===== config.mk =====
export PLATFORM = sky130hd
export DESIGN_NAME = least_loaded_arena_chooser
export DESIGN_NICKNAME = d
export VERILOG_FILES = /design/src/hdl/llac_pkg.sv /design/src/hdl/llac_cnt_mem.sv /design/src/hdl/least_loaded_arena_chooser.sv
export SDC_FILE = /design/constraint.sdc
export NUM_CORES = 1
export LEC_CHECK = 0
export ABC_AREA = 1
export CAP_MARGIN = 20
export CORE_MARGIN = 2
export CORE_UTILIZATION = 43
export DETAILED_ROUTE_END_ITERATION = 7
export DONT_BUFFER_PORTS = 1
export HOLD_SLACK_MARGIN = 0.12
export PLACE_DENSITY = 0.59
export SETUP_SLACK_MARGIN = 0.02
export SLEW_MARGIN = 20
export SYNTH_ARGS = -nofsm -noshare
export SYNTH_HDL_FRONTEND = slang
export SYNTH_SLANG_ARGS = --single-unit

===== constraint.sdc =====
create_clock -name clk -period 10.8 [get_ports clk]
set_input_delay 2.16 -clock clk [delete_from_list [all_inputs] [get_ports clk]]
set_output_delay 2.16 -clock clk [all_outputs]
set_load 0.05 [all_outputs]

===== src/hdl/llac_pkg.sv =====
`timescale 1ns / 1ps
// Shared types and constants for the least-loaded arena chooser.
// No dependencies.
package llac_pkg;

    localparam int DEFAULT_MAX_SLOTS = 16;
    localparam int IDX_W             = 4;
    localparam int CNT_W             = 16;
    localparam int CFG_W             = 5;

    localparam logic [CFG_W-1:0] NUM_ARENAS_RST = 5'd16;

    localparam logic REQ_ACQUIRE = 1'b0;
    localparam logic REQ_RELEASE = 1'b1;

    typedef struct packed {
        logic             req_type;
        logic [IDX_W-1:0] arena_index;
    } req_t;

    typedef struct packed {
        logic [IDX_W-1:0] chosen_index;
        logic             created;
        logic             error;
    } rsp_t;

    typedef enum logic [2:0] {
        ST_IDLE,
        ST_SCAN,
        ST_DRAIN,
        ST_DECIDE,
        ST_REL_RD,
        ST_REL_UPD
    } state_t;

endpackage


===== src/hdl/llac_cnt_mem.sv =====
`timescale 1ns / 1ps
// User-count memory: one write port, one read port, registered read data.
// Depends on llac_pkg.
module llac_cnt_mem #(
    parameter int DEPTH = llac_pkg::DEFAULT_MAX_SLOTS,
    parameter int AW    = 4
) (
    input  logic                       clk,
    input  logic                       wr_en,
    input  logic [AW-1:0]              wr_addr,
    input  logic [llac_pkg::CNT_W-1:0] wr_data,
    input  logic [AW-1:0]              rd_addr,
    output logic [llac_pkg::CNT_W-1:0] rd_data
);
    import llac_pkg::*;

    logic [CNT_W-1:0] mem [DEPTH];

    always_ff @(posedge clk)
    begin
        if (wr_en)
        begin
            mem[wr_addr] <= wr_data;
        end
    end

    always_ff @(posedge clk)
    begin
        rd_data <= mem[rd_addr];
    end

endmodule


===== src/hdl/least_loaded_arena_chooser.sv =====
`timescale 1ns / 1ps
// Least-loaded arena chooser: an acquire scans the configured slots, one memory read per
// slot, then writes back the chosen count; a release reads and updates one slot.
// busy is high from accept until the result strobe, which shows with busy low, so the
// next request may be accepted in the strobe cycle. Results cannot be stalled.
// Reset: slot 0 present, all counts zero, num_arenas = 16; no clearing pass.
module least_loaded_arena_chooser #(
    parameter int MAX_SLOTS = llac_pkg::DEFAULT_MAX_SLOTS
) (
    input  logic                       clk,
    input  logic                       rst_n,
    input  logic                       start,
    output logic                       busy,
    input  llac_pkg::req_t             req,
    input  logic                       cfg_valid,
    output logic                       cfg_ready,
    input  logic [llac_pkg::CFG_W-1:0] cfg_data,
    output logic                       done,
    output llac_pkg::rsp_t             rsp
);
    import llac_pkg::*;

    localparam int DEPTH = (MAX_SLOTS < 16) ? MAX_SLOTS : 16;
    localparam int AW    = (DEPTH > 1) ? $clog2(DEPTH) : 1;
    localparam logic [CFG_W-1:0] DEPTH_C = CFG_W'(DEPTH);

    state_t             state_reg, state_next;
    logic [CFG_W-1:0]   num_arenas_reg;
    logic [DEPTH-1:0]   present_reg, present_next;
    logic [DEPTH-1:0]   cnt_vld_reg, cnt_vld_next;
    logic [AW-1:0]      rd_addr_reg, rd_addr_next;
    logic [AW-1:0]      chk_idx_reg;
    logic               chk_vld_reg;
    logic [AW-1:0]      best_idx_reg, best_idx_next;
    logic [CNT_W-1:0]   best_cnt_reg, best_cnt_next;
    logic [AW-1:0]      hole_idx_reg, hole_idx_next;
    logic               hole_found_reg, hole_found_next;
    req_t               req_reg, req_next;
    rsp_t               rsp_reg, rsp_next;
    logic               done_reg, done_next;

    logic               mem_wr_en;
    logic [AW-1:0]      mem_wr_addr;
    logic [CNT_W-1:0]   mem_wr_data;
    logic [CNT_W-1:0]   mem_rd_data;

    logic [CFG_W-1:0]   n_used;
    logic [AW-1:0]      last_idx;
    logic [CNT_W-1:0]   chk_cnt;
    logic [AW-1:0]      rel_addr;
    logic               rel_in_range;
    logic [CNT_W-1:0]   rel_cnt;
    logic               rel_err;
    logic               use_best;
    logic [AW-1:0]      pick;
    logic               accept;

    llac_cnt_mem #(
        .DEPTH (DEPTH),
        .AW    (AW)
    ) u_cnt_mem (
        .clk     (clk),
        .wr_en   (mem_wr_en),
        .wr_addr (mem_wr_addr),
        .wr_data (mem_wr_data),
        .rd_addr (rd_addr_reg),
        .rd_data (mem_rd_data)
    );

    assign busy      = (state_reg != ST_IDLE);
    assign cfg_ready = !busy;
    assign done      = done_reg;
    assign rsp       = rsp_reg;
    assign accept    = start && !busy;

    assign n_used   = (num_arenas_reg == '0) ? CFG_W'(1) :
                      ((num_arenas_reg > DEPTH_C) ? DEPTH_C : num_arenas_reg);
    assign last_idx = AW'(n_used - CFG_W'(1));

    assign chk_cnt      = cnt_vld_reg[chk_idx_reg] ? mem_rd_data : '0;
    assign rel_addr     = req_reg.arena_index[AW-1:0];
    assign rel_in_range = (32'(req_reg.arena_index) < DEPTH);
    assign rel_cnt      = cnt_vld_reg[rel_addr] ? mem_rd_data : '0;
    assign rel_err      = !rel_in_range || !present_reg[rel_addr] || (rel_cnt == '0);
    assign use_best     = (best_cnt_reg == '0) || !hole_found_reg;
    assign pick         = use_best ? best_idx_reg : hole_idx_reg;

    // next state
    always_comb
    begin
        state_next = state_reg;
        case (state_reg)
            ST_IDLE:
            begin
                if (accept)
                begin
                    state_next = (req.req_type == REQ_RELEASE) ? ST_REL_RD : ST_SCAN;
                end
            end
            ST_SCAN:
            begin
                if (rd_addr_reg == last_idx)
                begin
                    state_next = ST_DRAIN;
                end
            end
            ST_DRAIN:   state_next = ST_DECIDE;
            ST_DECIDE:  state_next = ST_IDLE;
            ST_REL_RD:  state_next = ST_REL_UPD;
            ST_REL_UPD: state_next = ST_IDLE;
            default:    state_next = ST_IDLE;
        endcase
    end

    // datapath and outputs
    always_comb
    begin
        present_next    = present_reg;
        cnt_vld_next    = cnt_vld_reg;
        rd_addr_next    = rd_addr_reg;
        best_idx_next   = best_idx_reg;
        best_cnt_next   = best_cnt_reg;
        hole_idx_next   = hole_idx_reg;
        hole_found_next = hole_found_reg;
        req_next        = req_reg;
        rsp_next        = rsp_reg;
        done_next       = 1'b0;
        mem_wr_en       = 1'b0;
        mem_wr_addr     = pick;
        mem_wr_data     = '0;

        if (chk_vld_reg)
        begin
            if (chk_idx_reg == '0)
            begin
                best_idx_next = '0;
                best_cnt_next = chk_cnt;
            end
            else if (present_reg[chk_idx_reg])
            begin
                if (chk_cnt < best_cnt_reg)
                begin
                    best_idx_next = chk_idx_reg;
                    best_cnt_next = chk_cnt;
                end
            end
            else if (!hole_found_reg)
            begin
                hole_idx_next   = chk_idx_reg;
                hole_found_next = 1'b1;
            end
        end

        case (state_reg)
            ST_IDLE:
            begin
                if (accept)
                begin
                    req_next        = req;
                    hole_found_next = 1'b0;
                    rd_addr_next    = (req.req_type == REQ_RELEASE) ?
                                      req.arena_index[AW-1:0] : '0;
                end
            end
            ST_SCAN:
            begin
                if (rd_addr_reg != last_idx)
                begin
                    rd_addr_next = rd_addr_reg + AW'(1);
                end
            end
            ST_DECIDE:
            begin
                mem_wr_en    = 1'b1;
                mem_wr_addr  = pick;
                mem_wr_data  = use_best ?
                               ((best_cnt_reg == '1) ? best_cnt_reg : best_cnt_reg + CNT_W'(1)) :
                               CNT_W'(1);
                cnt_vld_next[pick] = 1'b1;
                present_next[pick] = 1'b1;
                rsp_next.chosen_index = IDX_W'(pick);
                rsp_next.created      = !use_best;
                rsp_next.error        = 1'b0;
                done_next             = 1'b1;
            end
            ST_REL_UPD:
            begin
                if (!rel_err)
                begin
                    mem_wr_en              = 1'b1;
                    mem_wr_addr            = rel_addr;
                    mem_wr_data            = rel_cnt - CNT_W'(1);
                    cnt_vld_next[rel_addr] = 1'b1;
                end
                rsp_next.chosen_index = req_reg.arena_index;
                rsp_next.created      = 1'b0;
                rsp_next.error        = rel_err;
                done_next             = 1'b1;
            end
            default:
            begin
            end
        endcase
    end

    always_ff @(posedge clk or negedge rst_n)
    begin
        if (!rst_n)
        begin
            state_reg      <= ST_IDLE;
            num_arenas_reg <= NUM_ARENAS_RST;
            present_reg    <= DEPTH'(1);
            cnt_vld_reg    <= '0;
            chk_vld_reg    <= 1'b0;
            hole_found_reg <= 1'b0;
            done_reg       <= 1'b0;
        end
        else
        begin
            state_reg      <= state_next;
            present_reg    <= present_next;
            cnt_vld_reg    <= cnt_vld_next;
            chk_vld_reg    <= (state_reg == ST_SCAN);
            hole_found_reg <= hole_found_next;
            done_reg       <= done_next;
            if (cfg_valid && cfg_ready)
            begin
                num_arenas_reg <= cfg_data;
            end
        end
    end

    always_ff @(posedge clk)
    begin
        rd_addr_reg  <= rd_addr_next;
        chk_idx_reg  <= rd_addr_reg;
        best_idx_reg <= best_idx_next;
        best_cnt_reg <= best_cnt_next;
        hole_idx_reg <= hole_idx_next;
        req_reg      <= req_next;
        rsp_reg      <= rsp_next;
    end

endmodule


Word level (Yosys, flattened, before mapping)
Memory sizes are Yosys's and may differ from the RTL's. A register that Yosys moved wholly into a read port is not among the register bits.
Index checks and enable logic that the tools add are counted.
Widths: inputs -> output; s select.
{"block": "op_classes", "n_lt_le_gt_ge": 7, "mul": 0, "n_eq_ne": 12, "n_reduce_logical": 27, "bitwise_logic": 6, "n_mux": 49, "shifts": 0, "n_div": 0, "addsub": 4}
{"op": "$mux 16", "n": 9}
{"op": "$pmux 16 s2", "n": 2}
{"op": "$or 16x16->16", "n": 3}
{"op": "$mux 4", "n": 10}
{"op": "$logic_not 16->1", "n": 2}
{"op": "$add 16x1->16 const B", "n": 1}
{"op": "$bmux 1 s4", "n": 4}
{"op": "$eq 16x16->1 const B", "n": 1}
{"op": "$lt 16x16->1", "n": 1}
{"op": "$sub 16x1->16 const B", "n": 1}
{"op": "$lt 4x5->1 const B", "n": 3}
{"op": "$mux 1", "n": 15}
{"op": "$pmux 3 s4", "n": 1}
{"op": "$pmux 6 s2", "n": 1}
{"op": "$mux 3", "n": 3}
{"op": "$demux 1 s4", "n": 2}
{"op": "$ge 4x1->1 const B", "n": 2}
{"op": "$ne 2x2->1 const B", "n": 4}
{"op": "$pmux 4 s2", "n": 1}
{"op": "$reduce_bool 2->1", "n": 4}
{"op": "$eq 3x2->1 const B", "n": 2}
{"op": "$eq 3x3->1 const B", "n": 2}
{"op": "$reduce_and 2->1", "n": 3}
{"op": "$reduce_and 3->1", "n": 2}
{"op": "other kinds (17)", "n": 26}
{"block": "word_totals", "inputBits": 14, "latchBits": 0, "out_inout_bits": 9, "wordCells": 122, "reg_bits": 85, "ramBits": 256, "romBits": 0, "n_memories": 1}
{"memory": "u_cnt_mem.mem", "words": 16, "width": 16, "rd": 1, "rd_clocked_by_memory_dff": 1, "wr": 1, "line": "llac_cnt_mem.sv:17", "text": "logic [CNT_W-1:0] mem [DEPTH];"}

Longest topological paths before layout
Gate-level depths: netlist of run 1.
{"block": "logic_depth", "ltp_word": 9, "depth_mapped": 23, "ltp_nobuf": 20}

Hierarchy
Synthesis of run 1 repeated with hierarchy kept, for this count alone.
{"block": "hier_totals", "cells_unflattened": 1802, "hier_area_um2": 16858.7}
{"mod": "llac_cnt_mem", "n_inst": 1, "seq_area_each_um2": 8007.7, "area_per_inst_um2": 11380.9, "cells_each": 1074}
{"mod": "least_loaded_arena_chooser", "n_inst": 1, "seq_area_each_um2": 2299.7, "area_per_inst_um2": 5477.8, "cells_each": 728}

Worst setup path after synthesis of run 1
Ideal clock, no wire load.
{"block": "synth_path", "path_type": "register to register", "startpoint": "register chk_idx_reg[0]", "endpoint": "register best_cnt_reg[0] (enable)", "path_buffers": 3, "period_less_slack_ns": 3.953, "t_arrival_ns": 3.549, "setup_ns": 0.404, "slack_ns": 6.847, "path_stages_with_launch": 20, "required_ns": 10.396, "path_cell_list": "dfxtp_1 > clkbuf_1 > inv_1 > clkbuf_1 > nand2_1 > nand3_1 > nand3_1 > nand3_1 > nand2_1 > inv_1 > buf_1 > nor2_1 > ha_1 > nand2_1 > inv_1 > nand3_1 > a31oi_1 > a2111oi_0 > nand2_1 > a21oi_1"}
{"block": "synth_via", "elab_chain_len": 6, "elab_cells_between_ends": 10, "classes_between": "1 x order compare; 5 x mux; 4 x reduce/logical"}
{"element": "start, declared", "line": "least_loaded_arena_chooser.sv:32", "text": "logic [AW-1:0] chk_idx_reg;"}
{"element": "start signal, assigned", "line": "least_loaded_arena_chooser.sv:236", "text": "chk_idx_reg <= rd_addr_reg;"}
{"element": "$bmux 1 s4", "line": "least_loaded_arena_chooser.sv:80", "text": "assign chk_cnt = cnt_vld_reg[chk_idx_reg] ? mem_rd_data : '0;"}
{"element": "$mux 1 (implied by the code)", "line": "least_loaded_arena_chooser.sv:80"}
{"element": "$mux 16", "line": "least_loaded_arena_chooser.sv:80"}
{"element": "net chk_cnt[11]", "line": "least_loaded_arena_chooser.sv:49", "text": "logic [CNT_W-1:0] chk_cnt;"}
{"element": "$lt 16x16->1", "line": "least_loaded_arena_chooser.sv:141", "text": "if (chk_cnt < best_cnt_reg)"}
{"element": "$reduce_bool 2->1 (no source line)"}
{"element": "$reduce_and 3->1 (no source line)"}
{"element": "end signal, assigned", "line": "least_loaded_arena_chooser.sv:238", "text": "best_cnt_reg <= best_cnt_next;"}
{"element": "end, declared", "line": "least_loaded_arena_chooser.sv:35", "text": "logic [CNT_W-1:0] best_cnt_reg, best_cnt_next;"}
The timed path passes the listed nets, and every way through them passes these cells. The select of a mux whose other input is x is not followed.
A chain may end at the register's enable or synchronous reset.

Worst setup path in the final report of run 1
{"block": "layout_path", "startpoint": "register state_reg[1]", "endpoint": "output busy"}
{"block": "layout_via", "elab_chain_len": 1}
{"element": "start, declared", "line": "least_loaded_arena_chooser.sv:27", "text": "state_t state_reg, state_next;"}
{"element": "start signal, assigned", "line": "least_loaded_arena_chooser.sv:220", "text": "state_reg <= state_next;"}
{"element": "$reduce_bool 3->1", "line": "least_loaded_arena_chooser.sv:70", "text": "assign busy = (state_reg != ST_IDLE);"}
{"element": "end, declared", "line": "least_loaded_arena_chooser.sv:13", "text": "output logic busy,"}
Every way passes these cells.

==> Flow_metrics.wiki, run 1 <==
{| class="wikitable"
! Metric !! Value
|-
| Starting density of the core || 43.5%
|-
| Total Routed Length || 45.4 mm
|-
| Fraction of final layout cells sized beyond drive strength 1 || 9.29%
|-
| Setup repair after global routing missed its margin || no
|-
| Stage delay of the slowest cell on the critical path || 730 ps
|-
| Number of antenna violations at the first check in global routing || 1
|-
| Fmax achieved || 216 MHz
|-
| Count of flip-flops with a built-in enable after synthesis || 294
|-
| Routed length per instance || 22.9 um
|-
| Post-synthesis xor/xnor area fraction || 1.44%
|-
| Maximum fanout along the worst path || 5
|-
| Fraction of synthesized cell area taken by the top area cell type || 55.7%
|-
| Resize count post-CTS || 0
|-
| Post-layout nets || 1,522
|-
| Largest register by flop count || u_cnt_mem.mem
|-
| Peak supply drop || 0.000152 V
|-
| Setup TNS || 0 ps
|-
| DRT iter0 DRCs || 1,255
|-
| Antenna cell count || 0
|-
| Layout filler cell count || 3,320
|-
| Maximum count of clock buffers along a single path || 3
|-
| Final Hold Slack || 486 ps
|-
| Via count of the first global-routing pass || 10.8k
|-
| Post-synthesis async set-or-reset flop share || 12.0%
|-
| Count of clock tree sinks || 357
|-
| Power density relative to cell area || 308 nW/um2
|-
| Portion of the post-synthesis area used by sequential elements || 65.0%
|-
| Critical-path top delay cell || sky130_fd_sc_hd__nor2_1
|-
| Adder-Cell Fraction of Synth Area || 1.58%
|-
| Post-DP HPWL || 29.9 mm
|-
| DRT Pass-1 Iters || 5
|-
| Main combinational cell family by area after synthesis || simple AND/OR/NAND/NOR gates
|-
| Clock tree from TritonCTS || yes
|-
| Count of warnings emitted by yosys || 0
|-
| Number of cell rows || 70
|-
| Chip Width || 196 um
|-
| Maximum number of pins on one net before global-route repair || 77
|-
| Syn nets || 1,529
|-
| Number of top-level pins || 23
|-
| Number of clock buffers inserted by TritonCTS || 39
|-
| Worst slack, placed || 6220 ps
|-
| Pins Over Slew Limit || 0
|-
| CP Cell Sequence || nor2_1 -> inv_1 -> nor2_1 -> inv_1
|-
| Clock latency of the later-clocked register in the worst-skew pair || 560 ps
|-
| Worst Setup Path Type || flip-flop to output pin
|-
| Crit end category || output pin
|-
| Dominant register cell in the synthesized netlist || sky130_fd_sc_hd__edfxtp_1
|-
| Number of port buffers || 0
|-
| Antenna-violating nets left || 0
|-
| Residual overflow from global routing || 0
|-
| Run status || finished clean
|-
| Crit Reg-Reg Startpoint || rel_addr[0]
|-
| Critical path startpoint || state_reg[1]
|-
| Path category of the worst min-delay check || flip-flop to flip-flop
|-
| Clk_skew || 24.1 ps
|-
| Mean number of vias per cell || 5.72
|-
| Final core utilization || 48.5%
|-
| Cell accounting for the most synthesized area || sky130_fd_sc_hd__edfxtp_1
|-
| Final setup margin || 6180 ps
|-
| FF-to-FF End || u_cnt_mem.mem[4][2]
|-
| Layout overhead on the synthesized area || 11.6%
|-
| Overall routing resource usage || 23.8%
|-
| Multiplexer share of the synthesized area || 0.213%
|-
| Routability congestion estimate || 0.945
|-
| Cell area after synthesis || 15,900 um2
|-
| Max-cap violation count || 0
|-
| Floorplan die height || 196 um
|-
| Compound-Gate Fraction of Synth Area || 11.9%
|-
| Cell types occupying the most area after synthesis || sky130_fd_sc_hd__edfxtp_1, sky130_fd_sc_hd__nand2_1, sky130_fd_sc_hd__dfrtp_1
|-
| Minimum clock period || 4620 ps
|-
| Crit path launch type || flip-flop
|-
| Data required time at the worst endpoint || 8640 ps
|-
| Yosys cell types || 43
|-
| Reg2reg path depth || 18
|-
| Buffer cell driving the clock tree root || sky130_fd_sc_hd__clkbuf_16
|-
| Leakage power figure || 6.60 nW
|-
| Die ar. || 38,400 um2
|-
| Least-Margin Pin Slew || 1160 ps
|-
| End of the critical path || busy
|-
| Count of endpoints failing hold in the final timing report || 0
|-
| Global-route wire length before repair || 68.4 mm
|-
| Max transition margin || 22.5%
|-
| Number of hold buffers added after cts || 0
|-
| Total via count in the routed design || 11.4k
|-
| Setup repair bufs after CTS || 0
|-
| Clock transition at the registers of the reported paths || 60 ps
|-
| Number of levels the H-tree was split into || 2
|-
| Period utilization || 42.8%
|-
| Core area || 36,400 um2
|-
| Worst reg-to-reg setup slack || 6440 ps
|-
| # DRC || 0
|-
| Synthesized area divided by synthesized cell count || 10.6 um2
|-
| Count of mapped cells out of synthesis || 1,495
|-
| Basic-gate share of the synthesized area counting and, or, nand and nor cells || 14.5%
|-
| Flip-flop count of the largest register, all copies and words added || 256
|-
| Count of final setup violators || 0
|-
| Total of flip-flops plus latches after synthesis || 357
|-
| Critical path arrival || 2460 ps
|}
[routing by layer]
metal / track usage, % / up-vias / routed length, um
li1: - / 5237 / -
met1: 35.0 / 5533 / 20500
met2: 36.0 / 518 / 20000
met3: 3.97 / 72 / 3610
met4: 7.83 / 0 / 1190
met5: 0 / - / 0
[worst min path at each step]
stage	start	endpoint	slack [ps]	cells after the start
2_1_floorplan	rd_addr_reg[1]	chk_idx_reg[1]	370	0
3_3_place_gp	present_reg[9]	present_reg[9]	470	2
3_5_place_dp	present_reg[10]	present_reg[10]	470	2
4_1_cts	present_reg[4]	present_reg[4]	490	2
5_1_grt	present_reg[1]	present_reg[1]	500	2
6_report	present_reg[10]	present_reg[10]	490	2
[kinds of logic (layout without fill, tap and decap cells)]
group | count (synthesis) | in the layout
AND/OR/NAND/NOR | 554 | 554
flip-flops | 357 | 357
AO/OA/AOI/OAI | 326 | 326
buffers and inverters | 209 | 231
XOR/XNOR | 26 | 26
adder cells (fa/ha/maj) | 20 | 20
multiplexers | 3 | 3
[cell usage after synthesis (all sizes together), types with 2 or more instances]
cell type,instances
clkbuf,57
nor2,157
a21oi,55
o31ai,2
nor3,10
xnor2,4
dfstp,2
nand3,68
o22ai,50
dfxtp,20
mux2,3
nand4,22
buf,12
nor4,3
inv,139
nand2,293
a221oi,18
edfxtp,294
dfrtp,41
a31oi,2
o221ai,13
ha,20
xor2,22
o21ai,182
[critical path, delay by kind of cell (launching register included)]
kind          cells  cell delay, ps
buf+inv           2             590
flops             1             440
simple gates      2             880
[report_power, final]
group / internal (mW) / switching (mW) / leakage (nW)
logic: 0.568 / 1.54 / 2.60
clock network: 0.765 / 0.556 / 0.621
registers: 1.81 / 0.201 / 3.38
[per-stage QoR]
step	instance area, um2	std cells	power, mW
global placement	16400	1913	4.09
detailed placement	16400	1913	4.10
global route	17700	1985	5.75
floorplan	15900	1495	3.38
CTS	17600	1983	5.42
finish	17700	1985	5.44
[layout by cell type, fill, tap and decap left out, types with 8 or more instances in the layout]
cell,instances
sky130_fd_sc_hd__edfxtp_1,294
sky130_fd_sc_hd__o22ai_1,42
sky130_fd_sc_hd__dfxtp_1,20
sky130_fd_sc_hd__nand2_1,286
sky130_fd_sc_hd__buf_4,19
sky130_fd_sc_hd__o21ai_1,14
sky130_fd_sc_hd__xor2_1,22
sky130_fd_sc_hd__clkbuf_16,39
sky130_fd_sc_hd__ha_1,20
sky130_fd_sc_hd__o22ai_2,8
sky130_fd_sc_hd__nand4_1,22
sky130_fd_sc_hd__clkinv_1,8
sky130_fd_sc_hd__o221ai_1,13
sky130_fd_sc_hd__dfrtp_1,41
sky130_fd_sc_hd__o21ai_0,153
sky130_fd_sc_hd__a221oi_1,18
sky130_fd_sc_hd__nor2_1,138
sky130_fd_sc_hd__nand3_1,67
sky130_fd_sc_hd__inv_1,134
sky130_fd_sc_hd__o21ai_2,15
sky130_fd_sc_hd__a21oi_1,54
sky130_fd_sc_hd__nor3_1,8
sky130_fd_sc_hd__nor2_2,17
[final cells by class]
cell class	count	area, um2	area share, %
well taps	468	586	3.31
clock buffers	53	1100	6.21
multi-input cells	929	4820	27.3
inverters	140	531	3.00
clock inverters	17	170	0.962
repair buffers	21	169	0.955
flip-flops and latches	357	10300	58.3
Power figures use the tool's default switching activity.
==> run 2: changes to the inputs <==
- ABC_AREA: 1 -> 0
- PLACE_DENSITY: 0.59 -> 0.61
- clock period: 10.8 -> 4.1 ns (I/O delays scaled with it)
==> run 2 against run 1 <==
Against the previous run:
- routed wire length decreased by 13%
- utilization up 1.4 points
- combinational power up 120%
- sequential power rose to 2.7 times the previous value
- clock skew is 8.4 ps lower
- critical path type is now flip-flop to flip-flop
- largest power group is now registers
==> Flow_metrics.wiki, run 2 <==
{| class="wikitable"
! Metric !! Value
|-
| CP Cell Sequence || mux4_2 -> mux4_2 -> and2_1 -> ha_1 -> a21oi_1 -> o21ai_0 -> a2111oi_0 -> o21ai_0 -> nor2_2 -> buf_4
|-
| Max-cap violation count || 0 (unchanged)
|-
| Fraction of power consumed by combinational cells || 35.1% (-3.6 points)
|-
| Setup TNS || 0 ps (unchanged)
|-
| Critical-path top delay cell || sky130_fd_sc_hd__dfxtp_1
|-
| Number of levels the H-tree was split into || 2 (unchanged)
|-
| Internal power consumption || 8.60 mW (+170%)
|-
| Stage delay of the slowest cell on the critical path || 700 ps (-30 ps)
|-
| Top-count cell post-synth || sky130_fd_sc_hd__edfxtp_1
|-
| Count of flip-flops with a built-in enable after synthesis || 294 (unchanged)
|-
| Buffer cell driving the clock tree root || sky130_fd_sc_hd__clkbuf_16
|-
| Highest-count cells in the layout ignoring fill and taps || sky130_fd_sc_hd__edfxtp_1, sky130_fd_sc_hd__mux2i_1, sky130_fd_sc_hd__buf_4, sky130_fd_sc_hd__nand2_1, sky130_fd_sc_hd__mux4_2
|-
| DRT Pass-1 Iters || 7 (+2)
|-
| Critical path arrival || 3960 ps (+1500 ps)
|-
| Maximum count of clock buffers along a single path || 3 (unchanged)
|-
| Number of antenna violations at the first check in global routing || 1 (unchanged)
|-
| Via count of the first global-routing pass || 9,370 (-13%)
|-
| Crit path launch type || flip-flop
|-
| Clock latency of the later-clocked register in the worst-skew pair || 520 ps (-40 ps)
|-
| Core area || 36,400 um2 (unchanged)
|-
| Routability congestion estimate || 0.897 (-5.0%)
|-
| Maximum number of pins on one net before global-route repair || 71 (-7.8%)
|-
| Count of mapped cells out of synthesis || 1,065 (-29%)
|-
| Leakage power figure || 6.42 nW (-2.8%)
|-
| Layout filler cell count || 3,024 (-8.9%)
|-
| Number of clock buffers inserted by TritonCTS || 39 (unchanged)
|-
| Final Non-Filler Cells || 1,606 (-19%)
|-
| Antenna-violating nets left || 0 (unchanged)
|-
| DRT iter0 DRCs || 812 (-35%)
|-
| Post-route total power || 13.5 mW (+150%)
|-
| Sw Pwr || 4.92 mW (+110%)
|-
| Post-DP HPWL || 25.5 mm (-15%)
|-
| Clock tree from TritonCTS || yes
|-
| Clock transition at the registers of the reported paths || 60 ps (about the same)
|-
| Routed length per instance || 24.5 um (+7.1%)
|-
| Residual overflow from global routing || 0 (unchanged)
|-
| Count of warnings emitted by yosys || 0 (unchanged)
|-
| Minimum clock period || 3740 ps
|-
| Syn nets || 1,099 (-28%)
|-
| Post-layout nets || 1,145 (-25%)
|-
| Least-Margin Pin Slew || 977 ps (-186 ps)
|-
| Crit path max-delay family || multiplexers
|-
| Number of cell rows || 70 (unchanged)
|-
| Fmax achieved || 267 MHz
|-
| Run status || finished clean
|-
| Placed cells || 1,532 (-20%)
|-
| Global-route wire length before repair || 59.4 mm (-13%)
|-
| Clk_skew || 15.7 ps (-8.41 ps)
|-
| Pins Over Slew Limit || 0 (unchanged)
|-
| Overall routing resource usage || 20.7% (-3.1 points)
|-
| Layout overhead on the synthesized area || 14.9%
|-
| Cell accounting for the most synthesized area || sky130_fd_sc_hd__edfxtp_1
|-
| Power density relative to cell area || 743 nW/um2 (+140%)
|-
| Count of endpoints failing hold in the final timing report || 0 (unchanged)
|-
| Crit path buf inv count || 1 (-1)
|-
| Post-synthesis async set-or-reset flop share || 12.0% (unchanged)
|-
| Yosys cell types || 65 (+51%)
|-
| Period utilization || 91.3%
|-
| Setup repair after global routing missed its margin || no
|-
| Total of flip-flops plus latches after synthesis || 357 (unchanged)
|-
| Most instantiated cells after synthesis || sky130_fd_sc_hd__edfxtp_1, sky130_fd_sc_hd__mux2i_1, sky130_fd_sc_hd__nand2_1
|-
| Fraction of synthesized cell area taken by the top area cell type || 55.8% (+0.084 points)
|-
| Chip Width || 196 um (about the same)
|-
| Maximum fanout along the worst path || 17 (+12)
|-
| Cell types occupying the most area after synthesis || sky130_fd_sc_hd__edfxtp_1, sky130_fd_sc_hd__mux4_2, sky130_fd_sc_hd__dfrtp_1
|-
| Count of final setup violators || 0 (unchanged)
|-
| Crit end category || flip-flop
|-
| Proportion of power drawn by the clock network || 24.2% (about the same)
|-
| Floorplan die height || 196 um (about the same)
|-
| Total via count in the routed design || 9,640 (-15%)
|-
| Data required time at the worst endpoint || 4310 ps (-4330 ps)
|-
| Synthesized area divided by synthesized cell count || 14.9 um2 (+40%)
|-
| Largest register by flop count || u_cnt_mem.mem
|-
| Leading cell type in the layout, fill and taps excluded || sky130_fd_sc_hd__edfxtp_1
|-
| Sw frac || 36.4% (-5.8 points)
|-
| Total Routed Length || 39.3 mm (-13%)
|-
| Fraction of final layout cells sized beyond drive strength 1 || 19.1% (+9.8 points)
|-
| Flip-flop count of the largest register, all copies and words added || 256 (unchanged)
|-
| Dominant register cell in the synthesized netlist || sky130_fd_sc_hd__edfxtp_1
|-
| Portion of the post-synthesis area used by sequential elements || 65.1% (+0.098 points)
|-
| Worst Setup Path Type || flip-flop to flip-flop
|-
| Starting density of the core || 43.4% (-0.065 points)
|-
| Cell area after synthesis || 15,800 um2 (-0.15%)
|-
| Die ar. || 38,400 um2 (-0.15%)
|-
| # DRC || 0 (unchanged)
|-
| Peak supply drop || 0.000377 V (+150%)
|-
| Number of top-level pins || 23 (unchanged)
|-
| Mean number of vias per cell || 6.00 (+4.9%)
|-
| Antenna cell count || 0 (unchanged)
|-
| Sequential fraction of design power || 40.7% (+3.7 points)
|-
| Number of port buffers || 0 (unchanged)
|-
| Path category of the worst min-delay check || primary input to async pin
|-
| Count of clock tree sinks || 357 (unchanged)
|-
| Max transition margin || 34.6% (+12 points)
|}
[run 2: final timing paths]
path	from	end	slack (ps)	cells after the start
hold / removal	rst_n	cnt_vld_reg[2]	140	1
setup / recovery	chk_idx_reg[1]	best_cnt_reg[6]	360	10
setup reg to reg	chk_idx_reg[1]	best_cnt_reg[6]	360	10
max in group asynchronous	rst_n	num_arenas_reg[4]	3250	1
min in group clk	req[3]	rel_addr[3]	390	0
hold reg to reg	present_reg[14]	present_reg[14]	480	1
[run 2: timing repair]
item / CTS / global route
setup buffers: 0 / 0
hold endpoints to repair: 41 / 2
hold buffers: 1 / 1
gates resized for setup: 0 / 1
endpoints found under the setup margin: 0 / 13
[run 2: cell families after synthesis]
logic type	count (synthesis)	synth area share, %
XOR/XNOR	25	1.38
adder cells (fa/ha/maj)	20	1.58
AND/OR/NAND/NOR	229	7.72
AO/OA/AOI/OAI	204	9.54
multiplexers	131	12.1
flip-flops	357	65.1
buffers and inverters	99	2.54
[run 2: power by group through the flow]
stage / sequential, mW / combinational, mW / clock, mW
3_3_place_gp: 5.55 / 4.64 / 0
4_1_cts: 5.48 / 4.70 / 3.35
5_1_grt: 5.57 / 5.20 / 3.50
6_report: 5.50 / 4.74 / 3.27
2_1_floorplan: 5.24 / 3.40 / 0
3_5_place_dp: 5.55 / 4.67 / 0
[run 2: final cells by class]
cell class | count | area [um2] | area share [%]
repair buffers | 64 | 551 | 3.03
inverters | 40 | 150 | 0.826
flip-flops and latches | 357 | 10300 | 56.7
multi-input cells | 609 | 5390 | 29.6
well taps | 468 | 586 | 3.22
clock inverters | 17 | 145 | 0.798
clock buffers | 51 | 1050 | 5.79
[run 2: per-stage QoR]
stage          setup WS [ps]  util [%]  area (um2)  hold slack [ps]
5_1_grt                 38.9      49.9       18200              127
4_1_cts                  283      49.7       18100              124
2_1_floorplan           82.4         -       15800              346
6_report                 355      49.9       18200              140
3_5_place_dp             310      46.3       16900              467
3_3_place_gp             364      46.3       16900              466
[run 2: metal layers]
layer	up-vias	track usage, %	share of wire (%)
li1	4325	-	-
met1	4903	30.3	45
met2	347	31.9	47
met3	63	3.70	6.6
met4	2	5.81	2.0
met5	-	0	0.033
